==> config.mk <==
export PLATFORM = sky130hd
export DESIGN_NAME = polygon_tessellation_index_generator
export DESIGN_NICKNAME = d
export VERILOG_FILES = /design/src/hdl/ptig_pkg.sv /design/src/hdl/polygon_tessellation_index_generator.sv /design/src/hdl/ptig_cfg.sv /design/src/hdl/ptig_step.sv
export SDC_FILE = /design/constraint.sdc
export NUM_CORES = 1
export LEC_CHECK = 0
export BUFFER_PORTS_ARGS = -buffer_cell sky130_fd_sc_hd__buf_2
export CAP_MARGIN = 20
export CORE_UTILIZATION = 40
export DETAILED_ROUTE_END_ITERATION = 10
export MAX_ROUTING_LAYER = met4
export PLACE_DENSITY = 0.65
export RECOVER_POWER = 50
export SYNTH_ARGS = -nofsm -noshare
export SYNTH_HDL_FRONTEND = slang
export SYNTH_SLANG_ARGS = --single-unit
==> constraint.sdc <==
create_clock -name clk -period 8.1 [get_ports clk]
set_clock_uncertainty 0.05 [all_clocks]
set_input_delay 0.405 -clock clk [delete_from_list [all_inputs] [get_ports clk]]
set_output_delay 0.405 -clock clk [all_outputs]
set_load 0.02 [all_outputs]
==> src/hdl/ptig_pkg.sv <==
// Package of the tessellation index generator: limits, register indexes,
// the traversal state type and its start value. No dependencies.
`default_nettype none

package ptig_pkg;

    localparam int MAX_SIDES      = 16;
    localparam int MAX_RESOLUTION = 64;
    localparam int MIN_SIDES      = 3;

    localparam int SIDES_W = 5;
    localparam int RES_W   = 7;
    localparam int IDX_W   = 16;
    localparam int CFG_IDX_W  = 2;
    localparam int CFG_DATA_W = 7;

    // Configuration register indexes.
    localparam logic [CFG_IDX_W-1:0] REG_SIDE_COUNT = 2'd0;
    localparam logic [CFG_IDX_W-1:0] REG_RESOLUTION = 2'd1;

    // Mode-selecting side counts.
    localparam logic [SIDES_W-1:0] SIDES_TRIANGLE = 5'd3;
    localparam logic [SIDES_W-1:0] SIDES_QUAD     = 5'd4;

    typedef struct packed {
        logic [RES_W-1:0]   layer_count;
        logic [RES_W-1:0]   column_count;
        logic [SIDES_W-1:0] side_index;
        logic               second_half;
        logic [IDX_W-1:0]   inner_base;
        logic [IDX_W-1:0]   outer_base;
        logic [IDX_W-1:0]   inner_cursor;
        logic [IDX_W-1:0]   outer_cursor;
    } ptig_state_t;

    // Effective configuration handed to the datapath, plus the clear pulse.
    typedef struct packed {
        logic [SIDES_W-1:0] sides;
        logic [RES_W-1:0]   res;
        logic               clear;
    } ptig_cfg_t;

    localparam ptig_state_t SEQ_START = '{
        layer_count:  '0,
        column_count: '0,
        side_index:   '0,
        second_half:  1'b0,
        inner_base:   16'd0,
        outer_base:   16'd1,
        inner_cursor: 16'd0,
        outer_cursor: 16'd1
    };

endpackage

`default_nettype wire

==> src/hdl/polygon_tessellation_index_generator.sv <==
// Top level of the tessellation index generator: request register, state
// register, result register. Depends on ptig_pkg, ptig_cfg and ptig_step.
//
// Each item taken on the slave stream is a pull request (s_tdata bit 0 set
// restarts the mesh at its first triangle); each yields exactly one item on
// the master stream holding the next triangle's three vertex indices, with
// tlast marking the final triangle of the mesh, after which the sequence
// wraps. One request is accepted per clock cycle while the triangle stream
// is not stalled; the request register takes the request, and the result
// register then takes its triangle from the next-triangle logic once the
// result slot is free. Three sides gives triangular rows, four a quad grid,
// five to sixteen concentric layers around vertex 0. Configuration writes
// are always accepted, and a write to the side count or resolution
// register returns the sequence to the first triangle; they are to be
// made while no request is outstanding.
`default_nettype none

module polygon_tessellation_index_generator (
    input  wire logic                            clk,
    input  wire logic                            rst_n,
    // Configuration write channel.
    input  wire logic                            cfg_valid,
    output logic                                 cfg_ready,
    input  wire logic [ptig_pkg::CFG_IDX_W-1:0]  cfg_index,
    input  wire logic [ptig_pkg::CFG_DATA_W-1:0] cfg_data,
    // Request stream.
    input  wire logic                            s_tvalid,
    output logic                                 s_tready,
    input  wire logic [7:0]                      s_tdata,  // [0] restart
    // Triangle stream.
    output logic                                 m_tvalid,
    input  wire logic                            m_tready,
    output logic [47:0]                          m_tdata,  // vertex_a, vertex_b, vertex_c
    output logic                                 m_tlast   // last_triangle
);
    import ptig_pkg::*;

    ptig_cfg_t        cfg;
    ptig_state_t      state_reg;
    ptig_state_t      state_next;
    ptig_state_t      cur;
    logic             req_valid_reg;
    logic             req_restart_reg;
    logic             out_valid_reg;
    logic [47:0]      out_data_reg;
    logic             out_last_reg;
    logic [IDX_W-1:0] vertex_a;
    logic [IDX_W-1:0] vertex_b;
    logic [IDX_W-1:0] vertex_c;
    logic             last_triangle;
    logic             out_free;
    logic             advance;

    ptig_cfg u_cfg (
        .clk       (clk),
        .rst_n     (rst_n),
        .cfg_valid (cfg_valid),
        .cfg_ready (cfg_ready),
        .cfg_index (cfg_index),
        .cfg_data  (cfg_data),
        .cfg       (cfg)
    );

    // A restart request begins from the first triangle.
    assign cur = req_restart_reg ? SEQ_START : state_reg;

    ptig_step u_step (
        .cur           (cur),
        .sides         (cfg.sides),
        .res           (cfg.res),
        .nxt           (state_next),
        .vertex_a      (vertex_a),
        .vertex_b      (vertex_b),
        .vertex_c      (vertex_c),
        .last_triangle (last_triangle)
    );

    // Flow control: the request register drains whenever the result slot frees.
    assign out_free = !out_valid_reg || m_tready;
    assign advance  = req_valid_reg && out_free;
    assign s_tready = !req_valid_reg || out_free;

    always_ff @(posedge clk or negedge rst_n)
    begin
        if (!rst_n)
        begin
            req_valid_reg <= 1'b0;
            out_valid_reg <= 1'b0;
            state_reg     <= SEQ_START;
        end
        else
        begin
            if (s_tvalid && s_tready)
                req_valid_reg <= 1'b1;
            else if (advance)
                req_valid_reg <= 1'b0;

            if (advance)
                out_valid_reg <= 1'b1;
            else if (m_tready)
                out_valid_reg <= 1'b0;

            if (cfg.clear)
                state_reg <= SEQ_START;
            else if (advance)
                state_reg <= state_next;
        end
    end

    // Payload registers.
    always_ff @(posedge clk)
    begin
        if (s_tvalid && s_tready)
            req_restart_reg <= s_tdata[0];
        if (advance)
        begin
            out_data_reg <= {vertex_c, vertex_b, vertex_a};
            out_last_reg <= last_triangle;
        end
    end

    assign m_tvalid = out_valid_reg;
    assign m_tdata  = out_data_reg;
    assign m_tlast  = out_last_reg;

endmodule

`default_nettype wire

==> src/hdl/ptig_cfg.sv <==
// Configuration registers of the tessellation index generator, with
// clamping of side count and resolution. Depends on ptig_pkg.
`default_nettype none

module ptig_cfg (
    input  wire logic                           clk,
    input  wire logic                           rst_n,
    input  wire logic                           cfg_valid,
    output logic                                cfg_ready,
    input  wire logic [ptig_pkg::CFG_IDX_W-1:0]  cfg_index,
    input  wire logic [ptig_pkg::CFG_DATA_W-1:0] cfg_data,
    output ptig_pkg::ptig_cfg_t                 cfg
);
    import ptig_pkg::*;

    logic [SIDES_W-1:0] side_count_reg;
    logic [RES_W-1:0]   resolution_reg;
    logic               wr_sides;
    logic               wr_res;

    // Writes are always taken.
    assign cfg_ready = 1'b1;
    assign wr_sides  = cfg_valid && (cfg_index == REG_SIDE_COUNT);
    assign wr_res    = cfg_valid && (cfg_index == REG_RESOLUTION);

    always_ff @(posedge clk or negedge rst_n)
    begin
        if (!rst_n)
        begin
            side_count_reg <= 5'd4;
            resolution_reg <= 7'd8;
        end
        else
        begin
            if (wr_sides)
                side_count_reg <= cfg_data[SIDES_W-1:0];
            if (wr_res)
                resolution_reg <= cfg_data[RES_W-1:0];
        end
    end

    // Clamp to the supported range; a write to the side count or resolution register restarts the mesh.
    always_comb
    begin
        if (side_count_reg < SIDES_W'(MIN_SIDES))
            cfg.sides = SIDES_W'(MIN_SIDES);
        else if (side_count_reg > SIDES_W'(MAX_SIDES))
            cfg.sides = SIDES_W'(MAX_SIDES);
        else
            cfg.sides = side_count_reg;

        if (resolution_reg == '0)
            cfg.res = RES_W'(1);
        else if (resolution_reg > RES_W'(MAX_RESOLUTION))
            cfg.res = RES_W'(MAX_RESOLUTION);
        else
            cfg.res = resolution_reg;

        cfg.clear = wr_sides || wr_res;
    end

endmodule

`default_nettype wire

==> src/hdl/ptig_step.sv <==
// Next-triangle logic: from the traversal state and configuration, forms
// the three vertex indices, the last flag and the next state. Uses ptig_pkg.
`default_nettype none

module ptig_step (
    input  wire ptig_pkg::ptig_state_t              cur,
    input  wire logic [ptig_pkg::SIDES_W-1:0]       sides,
    input  wire logic [ptig_pkg::RES_W-1:0]         res,
    output ptig_pkg::ptig_state_t                   nxt,
    output logic [ptig_pkg::IDX_W-1:0]              vertex_a,
    output logic [ptig_pkg::IDX_W-1:0]              vertex_b,
    output logic [ptig_pkg::IDX_W-1:0]              vertex_c,
    output logic                                    last_triangle
);
    import ptig_pkg::*;

    logic [RES_W:0]     res_w;
    logic [RES_W:0]     layer;
    logic [RES_W:0]     col_inc;
    logic [SIDES_W:0]   side_inc;
    logic [IDX_W-1:0]   i_ext;
    logic [IDX_W-1:0]   j_ext;
    logic [IDX_W-1:0]   w_ext;
    logic [IDX_W-1:0]   quad_idx;
    logic [IDX_W-1:0]   oc_inc;
    logic [IDX_W-1:0]   ic_inc;
    logic               wrap;

    assign res_w    = {1'b0, res};
    assign layer    = {1'b0, cur.layer_count} + 1'b1;
    assign col_inc  = {1'b0, cur.column_count} + 1'b1;
    assign side_inc = {1'b0, cur.side_index} + 1'b1;
    assign i_ext    = IDX_W'(cur.layer_count);
    assign j_ext    = IDX_W'(cur.column_count);
    assign w_ext    = IDX_W'(res_w + 1'b1);
    assign quad_idx = cur.inner_base + j_ext;
    assign oc_inc   = cur.outer_cursor + 1'b1;
    assign ic_inc   = cur.inner_cursor + 1'b1;
    assign wrap     = (side_inc >= {1'b0, sides}) && (col_inc >= layer);

    always_comb
    begin
        nxt           = cur;
        last_triangle = 1'b0;
        vertex_a      = '0;
        vertex_b      = '0;
        vertex_c      = '0;

        case (sides)
            // Triangular rows: row i holds 2i+1 triangles.
            SIDES_TRIANGLE:
            begin
                if (cur.column_count < cur.layer_count)
                begin
                    if (!cur.second_half)
                    begin
                        vertex_a = cur.outer_base + j_ext;
                        vertex_b = cur.outer_base + j_ext + 1'b1;
                        vertex_c = cur.inner_base + j_ext;
                        nxt.second_half = 1'b1;
                    end
                    else
                    begin
                        vertex_a = cur.outer_base + j_ext + 1'b1;
                        vertex_b = cur.inner_base + j_ext + 1'b1;
                        vertex_c = cur.inner_base + j_ext;
                        nxt.second_half  = 1'b0;
                        nxt.column_count = col_inc[RES_W-1:0];
                    end
                end
                else
                begin
                    vertex_a = cur.outer_base + i_ext;
                    vertex_b = cur.outer_base + i_ext + 1'b1;
                    vertex_c = cur.inner_base + i_ext;
                    if (layer >= res_w)
                    begin
                        last_triangle = 1'b1;
                        nxt = SEQ_START;
                    end
                    else
                    begin
                        nxt.inner_base   = cur.outer_base;
                        nxt.outer_base   = cur.outer_base + i_ext + 16'd2;
                        nxt.layer_count  = layer[RES_W-1:0];
                        nxt.column_count = '0;
                        nxt.second_half  = 1'b0;
                    end
                end
            end

            // Quad grid: two triangles per cell, rows of res+1 vertices.
            SIDES_QUAD:
            begin
                if (!cur.second_half)
                begin
                    vertex_a = quad_idx;
                    vertex_b = quad_idx + w_ext;
                    vertex_c = quad_idx + 1'b1;
                    nxt.second_half = 1'b1;
                end
                else
                begin
                    vertex_a = quad_idx + 1'b1;
                    vertex_b = quad_idx + w_ext;
                    vertex_c = quad_idx + w_ext + 1'b1;
                    nxt.second_half  = 1'b0;
                    nxt.column_count = col_inc[RES_W-1:0];
                    if (col_inc >= res_w)
                    begin
                        nxt.column_count = '0;
                        nxt.layer_count  = layer[RES_W-1:0];
                        nxt.inner_base   = cur.inner_base + w_ext;
                        if (layer >= res_w)
                        begin
                            last_triangle = 1'b1;
                            nxt = SEQ_START;
                        end
                    end
                end
            end

            // Concentric layers around the centre vertex.
            default:
            begin
                vertex_a = cur.inner_cursor;
                vertex_b = cur.outer_cursor;
                if (!cur.second_half)
                begin
                    vertex_c = wrap ? cur.outer_base : oc_inc;
                    nxt.outer_cursor = oc_inc;
                    if (col_inc >= layer)
                    begin
                        nxt.column_count = '0;
                        if (side_inc >= {1'b0, sides})
                        begin
                            nxt.side_index = '0;
                            if (layer >= res_w)
                            begin
                                last_triangle = 1'b1;
                                nxt = SEQ_START;
                            end
                            else
                            begin
                                nxt.layer_count  = layer[RES_W-1:0];
                                nxt.inner_base   = cur.outer_base;
                                nxt.inner_cursor = cur.outer_base;
                                nxt.outer_base   = oc_inc;
                            end
                        end
                        else
                        begin
                            nxt.side_index = side_inc[SIDES_W-1:0];
                        end
                    end
                    else
                    begin
                        nxt.column_count = col_inc[RES_W-1:0];
                        nxt.second_half  = 1'b1;
                    end
                end
                else
                begin
                    vertex_c = wrap ? cur.inner_base : ic_inc;
                    nxt.inner_cursor = vertex_c;
                    nxt.second_half  = 1'b0;
                end
            end
        endcase
    end

endmodule

`default_nettype wire

==> results.json, run 1 <==
{
  "io_buffers": 65,
  "reg2reg_from": "req_restart_reg$_DFFE_PP_",
  "synth_adder_area_share": 0.07648,
  "die_w_microns": 202.8,
  "slew_viol_final": 127,
  "slew_headroom": -1.391,
  "clk_latency_ps": 470,
  "largest_register_ffs": 84,
  "via_per_inst": 6.700,
  "grt_max_degree": 97,
  "min_from": "s_tdata[0]",
  "antenna_found_initial": 1,
  "cp-end-kind": "asynchronous set/reset pin",
  "critPathKind": "in -> async",
  "numCtsBuffers": 17,
  "power_frac_clock": 0.190,
  "synth-compound-area-share": 0.2736,
  "place_worst_setup_slack_ps": 2642,
  "area_growth_pct": 8.827,
  "first_iter_violations": 2263,
  "synth_seq_area_share": 0.2454,
  "yosys.area_share.simple": 0.2325,
  "mappedNetlistArea_sq_um": 16130,
  "vias": 17390,
  "report.final.hold_viol_count": 0,
  "timing.rr.end": "m_tdata[46]$_DFFE_PP_",
  "yosysTopAreaCell": "dfrtp_1",
  "ff2ff_path_depth": 17,
  "fillCellCount": 4017,
  "layout.cells.non_filler": 2596,
  "core_sq_um": 39730,
  "synth_xor_xnor_area_share": 0.1066,
  "seq_area_sq_um": 3959,
  "seqPwrFrac": 0.256,
  "timing.hold.ws_ps": 62.78,
  "critPathLaunchType": "input port",
  "hp-class": "in -> reg",
  "yosysWarnings": 0,
  "cellPowerDensity_nw_per_um2": 241.9,
  "power_frac_comb": 0.553,
  "drtAntennaViolNets": 0,
  "grt_pass1_wl_microns": 103300,
  "initial_utilization": 0.4060,
  "outcome": "finished with violations",
  "dr.pass1.iters": 10,
  "synthFlopType": "dfrtp_1",
  "cp_top_family": "buffers and inverters",
  "worst-path-max-fanout": 57,
  "dp_hpwl_microns": 50340,
  "synth_top_family_by_area": "compound AO/OA/AOI/OAI gates",
  "rsz0062_at_grt": "no",
  "pin_count": 74,
  "multiInputGateArea_sq_um": 11510,
  "ys_types": 107,
  "cts-htree-levels": 4,
  "die_h_microns": 202.8,
  "p_total_mw": 4.247,
  "rrSetupSlack_ps": 2510,
  "dieArea_sq_um": 41140,
  "p_leak_nw": 6.628,
  "failed_checks": "capacitance limit, slew limit",
  "drcViolationCount": 0,
  "cts.sink_count": 148,
  "ir_drop_v": 0.0001736,
  "power.internal_mw": 2.040,
  "tightest_slew_ps": 3586,
  "final.setup.tns_ps": 0,
  "worst-path-buf-inv": 3,
  "setup_ws_ps": 2353,
  "synth_seq_cells": 148,
  "avgRoutedWirePerCell_microns": 26.42,
  "cts_max_path_buffers": 2,
  "finalSetupViolCount": 0,
  "synth_edf_count": 50,
  "clk_pin_slew_ps": 70,
  "switchingPower_mw": 2.207,
  "overflow": 0,
  "gp_congestion": 1.009,
  "hold_depth": 1,
  "cts_tree": "yes",
  "clockRootBuffer": "clkbuf_16",
  "rows": 73,
  "drive_gt1_frac": 0.08406,
  "grt_pass1_vias": 16640,
  "critical_path.most_common_cell": "clkbuf_1",
  "required_ps": 7810,
  "final_net_count": 2174,
  "track_usage": 0.3438,
  "arrival_ps": 5460,
  "synthArstFlopShare": 0.6622,
  "holdPathEnd": "req_restart_reg$_DFFE_PP_",
  "postCtsSetupBuffers": 0,
  "max_stage_delay_ps": 2640,
  "synth_mux_area_frac": 0.02009,
  "syn-instance-count": 2049,
  "routed_wl_microns": 68580,
  "cp_cell_sequence": "dlygate4sd3_1 > clkbuf_1 > clkbuf_1",
  "switching_share": 0.5196,
  "crit_slowest_cell": "clkbuf_1",
  "max_freq_mhz": 174.0,
  "dp.cells": 2560,
  "fin_crit_ps": 5747,
  "syn_avg_cell_area_sq_um": 7.873,
  "fin_crit_sh": 0.7096,
  "synth_area_leaders": "dfrtp_1, edfxtp_1, ha_1",
  "drv_cap": 3,
  "synth_top_area_frac": 0.1458
}
-- cell type report --
type | count | share of cell area
repair buffers | 119 | 0.03777
clock inverters | 14 | 0.007555
inverters | 53 | 0.01140
multi-input cells | 1718 | 0.6558
flip-flops and latches | 148 | 0.2255
well taps | 525 | 0.03742
clock buffers | 18 | 0.02445
diodes | 1 | 0.0001425
-- cells in the mapped netlist, types with 22 or more instances --
cell      number
a211oi_1      26
xor2_1        66
a21oi_1      161
inv_1         49
nand4_1       41
dfrtp_1       94
clkbuf_1      85
nand2b_1      23
xnor2_1      121
o21ai_0      145
a21o_1        22
a31oi_1       29
nor2_1       151
ha_1          89
nand2_1      210
nor3_1        41
nor2b_1       46
o211ai_1      26
edfxtp_1      50
nand3_1      110
-- power groups by stage --
stage,Combinational (mW),Sequential (mW),Clock (mW)
floorplan,1.44,1.07,0
global placement,2.23,1.09,0
detailed placement,2.26,1.09,0
CTS,2.27,1.08,0.812
global route,2.47,1.10,0.844
finish,2.35,1.09,0.809
-- what timing repair did --
action	in CTS	in global routing
hold buffers	1	0
endpoints found under the hold margin	37	0
gates resized for setup	0	0
-- cell families after synthesis --
group,Yosys count
AOI/OAI and AO/OA,652
xor gates and xnor gates,192
adders and majority gates,95
buffers and inverters,184
DFF,148
muxes,30
other,2
and+or+nand+nor,746
-- stage by stage --
stage | cell area, sq um | util
after floorplan | 16140 | -
after global placement | 17040 | 0.4290
after detailed placement | 17050 | 0.4291
after CTS | 17620 | 0.4435
after global routing | 17560 | 0.4419
final | 17560 | 0.4419
-- cells in the final DEF, fill, tap and decap left out, types with 13 or more instances in the layout --
cell type	netlist	final
o22ai_1	14	14
a211oi_1	26	25
buf_2	21	14
edfxtp_1	50	50
xnor2_1	121	121
or3_1	13	13
mux2_2	16	16
inv_1	49	48
a32o_1	18	18
nand3_1	110	110
a21o_1	22	22
nor2_1	151	146
o21a_1	21	21
a31oi_1	29	29
dfrtp_1	94	94
nor3_1	41	38
ha_1	89	89
o211ai_1	26	26
nand2_1	210	208
a221oi_1	17	17
a21oi_1	161	161
a22o_1	20	20
nand4_1	41	41
nand2b_1	23	23
buf_4	1	47
mux2i_1	13	13
xor2_1	66	66
o221ai_1	16	16
clkbuf_1	85	57
clkbuf_16	0	17
a22oi_1	17	17
and3_1	21	21
o21ai_0	145	145
nor2b_1	46	46
-- worst register-to-register path: cells and delay by family (launching register included) --
family | cells | cell delay (ps)
fa+ha+maj | 3 | 1120
flops | 1 | 410
compound gates | 6 | 1680
xor+xnor | 2 | 630
buf+inv | 1 | 420
simple gates | 5 | 1020
-- worst max-delay path by stage --
stage,slack (ps),cells past startpoint,startpoint,to
floorplan,2460,25,req_restart_reg$_DFFE_PP_,m_tdata[46]$_DFFE_PP_
global placement,2670,17,req_restart_reg$_DFFE_PP_,m_tdata[46]$_DFFE_PP_
detailed placement,2640,17,req_restart_reg$_DFFE_PP_,m_tdata[46]$_DFFE_PP_
CTS,2630,17,req_restart_reg$_DFFE_PP_,m_tdata[46]$_DFFE_PP_
global route,1460,3,rst_n,state_reg[20]$_DFFE_PN0P_
finish,2350,3,rst_n,state_reg[19]$_DFFE_PN0P_
-- routing by layer --
| metal | global-route usage | wire, microns | vias to the layer above |
|---|---|---|---|
| li1 | - | - | 7686 |
| met3 | 0.07496 | 8145 | 210 |
| met1 | 0.4512 | 27790 | 8316 |
| met2 | 0.5018 | 29360 | 1182 |
| met5 | - | 0 | - |
| met4 | 0.1595 | 3289 | 0 |
Power figures use the tool's default switching activity.
==> run 2: changes to the inputs <==
Settings changed: ABC_AREA set to 1, PLACE_DENSITY 0.65 to 0.67.
Clock period 8.1 ns to 5.1 ns, I/O delays scaled along.
==> results.json, run 2 <==
{
  "outcome": "finished with violations",
  "failed_checks": "capacitance limit, slew limit",
  "synthArstFlopShare": 0.6622,
  "rsz0062_at_grt": "no",
  "slew_headroom": -1.551,
  "synth_seq_area_share": 0.2258,
  "cts.sink_count": 148,
  "core_sq_um": 43170,
  "cp-end-kind": "flip-flop",
  "drcViolationCount": 0,
  "cellPowerDensity_nw_per_um2": 506.0,
  "syn-instance-count": 2849,
  "clockRootBuffer": "clkbuf_16",
  "report.final.hold_viol_count": 0,
  "synth_common_cells": "nand2_1, inv_1, nand3_1",
  "rrSetupSlack_ps": 360,
  "tightest_slew_ps": 3826,
  "min_from": "cfg_data[0]",
  "timing.hold.ws_ps": 37.81,
  "grt_pass1_wl_microns": 125000,
  "via_per_inst": 5.831,
  "critical_path.most_common_cell": "nand2_1",
  "drtAntennaViolNets": 0,
  "cp_top_family": "buffers and inverters",
  "vias": 20680,
  "crit_slowest_cell": "nor2_1",
  "reg2reg_from": "req_restart_reg$_DFFE_PP_",
  "overflow": 0,
  "synth_edf_count": 50,
  "numCtsBuffers": 17,
  "worst-path-max-fanout": 10,
  "p_total_mw": 9.945,
  "final_common_cell": "nand2_1",
  "cts_max_path_buffers": 2,
  "area_growth_pct": 12.11,
  "ir_drop_v": 0.0004277,
  "p_leak_nw": 9.336,
  "design_area_sq_um": 19650,
  "first_iter_violations": 2464,
  "gp_congestion": 1.049,
  "mappedNetlistArea_sq_um": 17530,
  "cp_cell_sequence": "buf_12 > buf_4 > nor2_1 > inv_1 > xor2_1 > inv_1 > ha_1 > nand2_1 > nor2_1 > nand4_1 > nand3_1 > buf_4 > nand2_1 > inv_1 > nand2_1 > buf_4 > buf_4 > nor2_4 > inv_2 > o21ai_0 > nand2_1 > inv_1 > nand2_1 > nand2_1",
  "fillCellCount": 4714,
  "timing.rr.end": "state_reg[77]$_DFFE_PN0P_",
  "syn_avg_cell_area_sq_um": 6.153,
  "final_net_count": 3065,
  "layout_common_cells": "nand2_1, inv_1, nand3_1",
  "synth_seq_cells": 148,
  "initial_utilization": 0.4061,
  "worst-path-buf-inv": 10,
  "dieArea_sq_um": 44670,
  "track_usage": 0.4003,
  "ys_types": 63,
  "antenna_found_initial": 1,
  "die_w_microns": 211.3,
  "clk_pin_slew_ps": 70,
  "routed_wl_microns": 86350,
  "io_buffers": 65,
  "cts_tree": "yes",
  "arrival_ps": 5130,
  "die_h_microns": 211.3,
  "largest_register_ffs": 84,
  "finalSetupViolCount": 0,
  "critPathKind": "reg -> reg",
  "yosysMostFrequentCell": "nand2_1",
  "synth_top_area_frac": 0.1918,
  "ff2ff_path_depth": 24,
  "yosysWarnings": 0,
  "hp-class": "in -> reg",
  "max_freq_mhz": 211.0,
  "final.setup.tns_ps": 0,
  "synthFlopType": "dfrtp_1",
  "avgRoutedWirePerCell_microns": 24.34,
  "grt_max_degree": 119,
  "fin_crit_ps": 4739,
  "yosysTopAreaCell": "nand2_1",
  "hold_depth": 3,
  "synth_area_leaders": "nand2_1, dfrtp_1, edfxtp_1",
  "drv_cap": 2,
  "pin_count": 74,
  "clk_latency_ps": 510,
  "ctsResizeCount": 0,
  "place_area_sq_um": 19050,
  "critPathLaunchType": "flip-flop",
  "dr.pass1.iters": 6,
  "drive_gt1_frac": 0.09321,
  "dp_hpwl_microns": 66310,
  "max_stage_delay_ps": 570,
  "holdPathEnd": "u_cfg.resolution_reg[0]$_DFFE_PN0P_",
  "rows": 76,
  "required_ps": 5500,
  "slew_viol_final": 114,
  "fin_crit_sh": 0.9292,
  "cts-htree-levels": 4,
  "grt_pass1_vias": 18680
}
[run 2: cell types whose count changed after synthesis, sizes merged, moves of 24 or more]
cell    change
o21ai      +38
nand3     +141
nand2b     -24
nor2      +106
inv       +294
nand2     +708
nor2b      -46
xnor2     -108
[run 2: metal layers]
layer  global-route usage  routed length, microns  vias to the layer above
met2               0.6210                   39090                     1089
met5                    -                       0                        -
li1                     -                       -                     9583
met4               0.1624                    3780                        0
met1               0.5184                   35620                     9832
met3              0.06394                    7859                      178
[run 2: cells by family after synthesis]
kind of cell / synth area share
XOR/XNOR: 0.05146
AO/OA/AOI/OAI: 0.1652
other: 0.0004284
AND/OR/NAND/NOR: 0.3808
flip-flops: 0.2258
adder cells (fa/ha/maj): 0.07037
buffers and inverters: 0.1053
multiplexers: 0.0006423
[run 2: repair_timing]
item | CTS | global route
endpoints found under the setup margin | 0 | 3
hold buffers | 11 | 0
hold endpoints to repair | 69 | 0
buffers inserted | 0 | 1
[run 2: final cells by class]
class | count | area [sq um] | share of cell area
Multi-Input combinational cell | 2237 | 11760 | 0.5984
Sequential cell | 148 | 3959 | 0.2014
Timing Repair Buffer | 196 | 1340 | 0.06818
Inverter | 348 | 1313 | 0.06678
Tap cell | 585 | 732.0 | 0.03724
Clock buffer | 18 | 429.2 | 0.02184
Clock inverter | 14 | 118.9 | 0.006048
Antenna cell | 1 | 2.502 | 0.0001273
[run 2: worst max path at each step]
| stage | slack [ps] | cells past startpoint | startpoint | end |
|---|---|---|---|---|
| floorplan | 520 | 27 | req_restart_reg$_DFFE_PP_ | m_tdata[46]$_DFFE_PP_ |
| global placement | 370 | 23 | req_restart_reg$_DFFE_PP_ | state_reg[77]$_DFFE_PN0P_ |
| detailed placement | 310 | 23 | req_restart_reg$_DFFE_PP_ | state_reg[77]$_DFFE_PN0P_ |
| CTS | 280 | 23 | req_restart_reg$_DFFE_PP_ | state_reg[77]$_DFFE_PN0P_ |
| global route | 40 | 23 | u_cfg.resolution_reg[2]$_DFFE_PN0P_ | m_tdata[46]$_DFFE_PP_ |
| finish | 360 | 24 | req_restart_reg$_DFFE_PP_ | state_reg[77]$_DFFE_PN0P_ |
[run 2: worst reg2reg max path, stage by stage, from the launching register on]
cell,delay (ps)
edfxtp_1,420
buf_12,170
buf_4,160
nor2_1,570
inv_1,240
xor2_1,480
inv_1,90
ha_1,280
nand2_1,50
nor2_1,140
nand4_1,90
nand3_1,160
buf_4,180
nand2_1,110
inv_1,160
nand2_1,110
buf_4,180
buf_4,190
nor2_4,100
inv_2,130
o21ai_0,350
nand2_1,90
inv_1,60
nand2_1,50
nand2_1,50
[run 2: metrics by stage]
step	setup WS, ps	util	cells
floorplan	520.5	-	2850
global placement	366.3	0.4412	3502
global route	43.86	0.4552	3546
CTS	275.6	0.4564	3545
finish	361.1	0.4553	3547
detailed placement	310.2	0.4412	3502
[run 2: where the power goes]
| part | internal, mW | switching [mW] |
|---|---|---|
| clock | 0.635 | 0.650 |
| sequential | 1.68 | 0.226 |
| combinational | 1.86 | 4.90 |
| total | 4.17 | 5.77 |
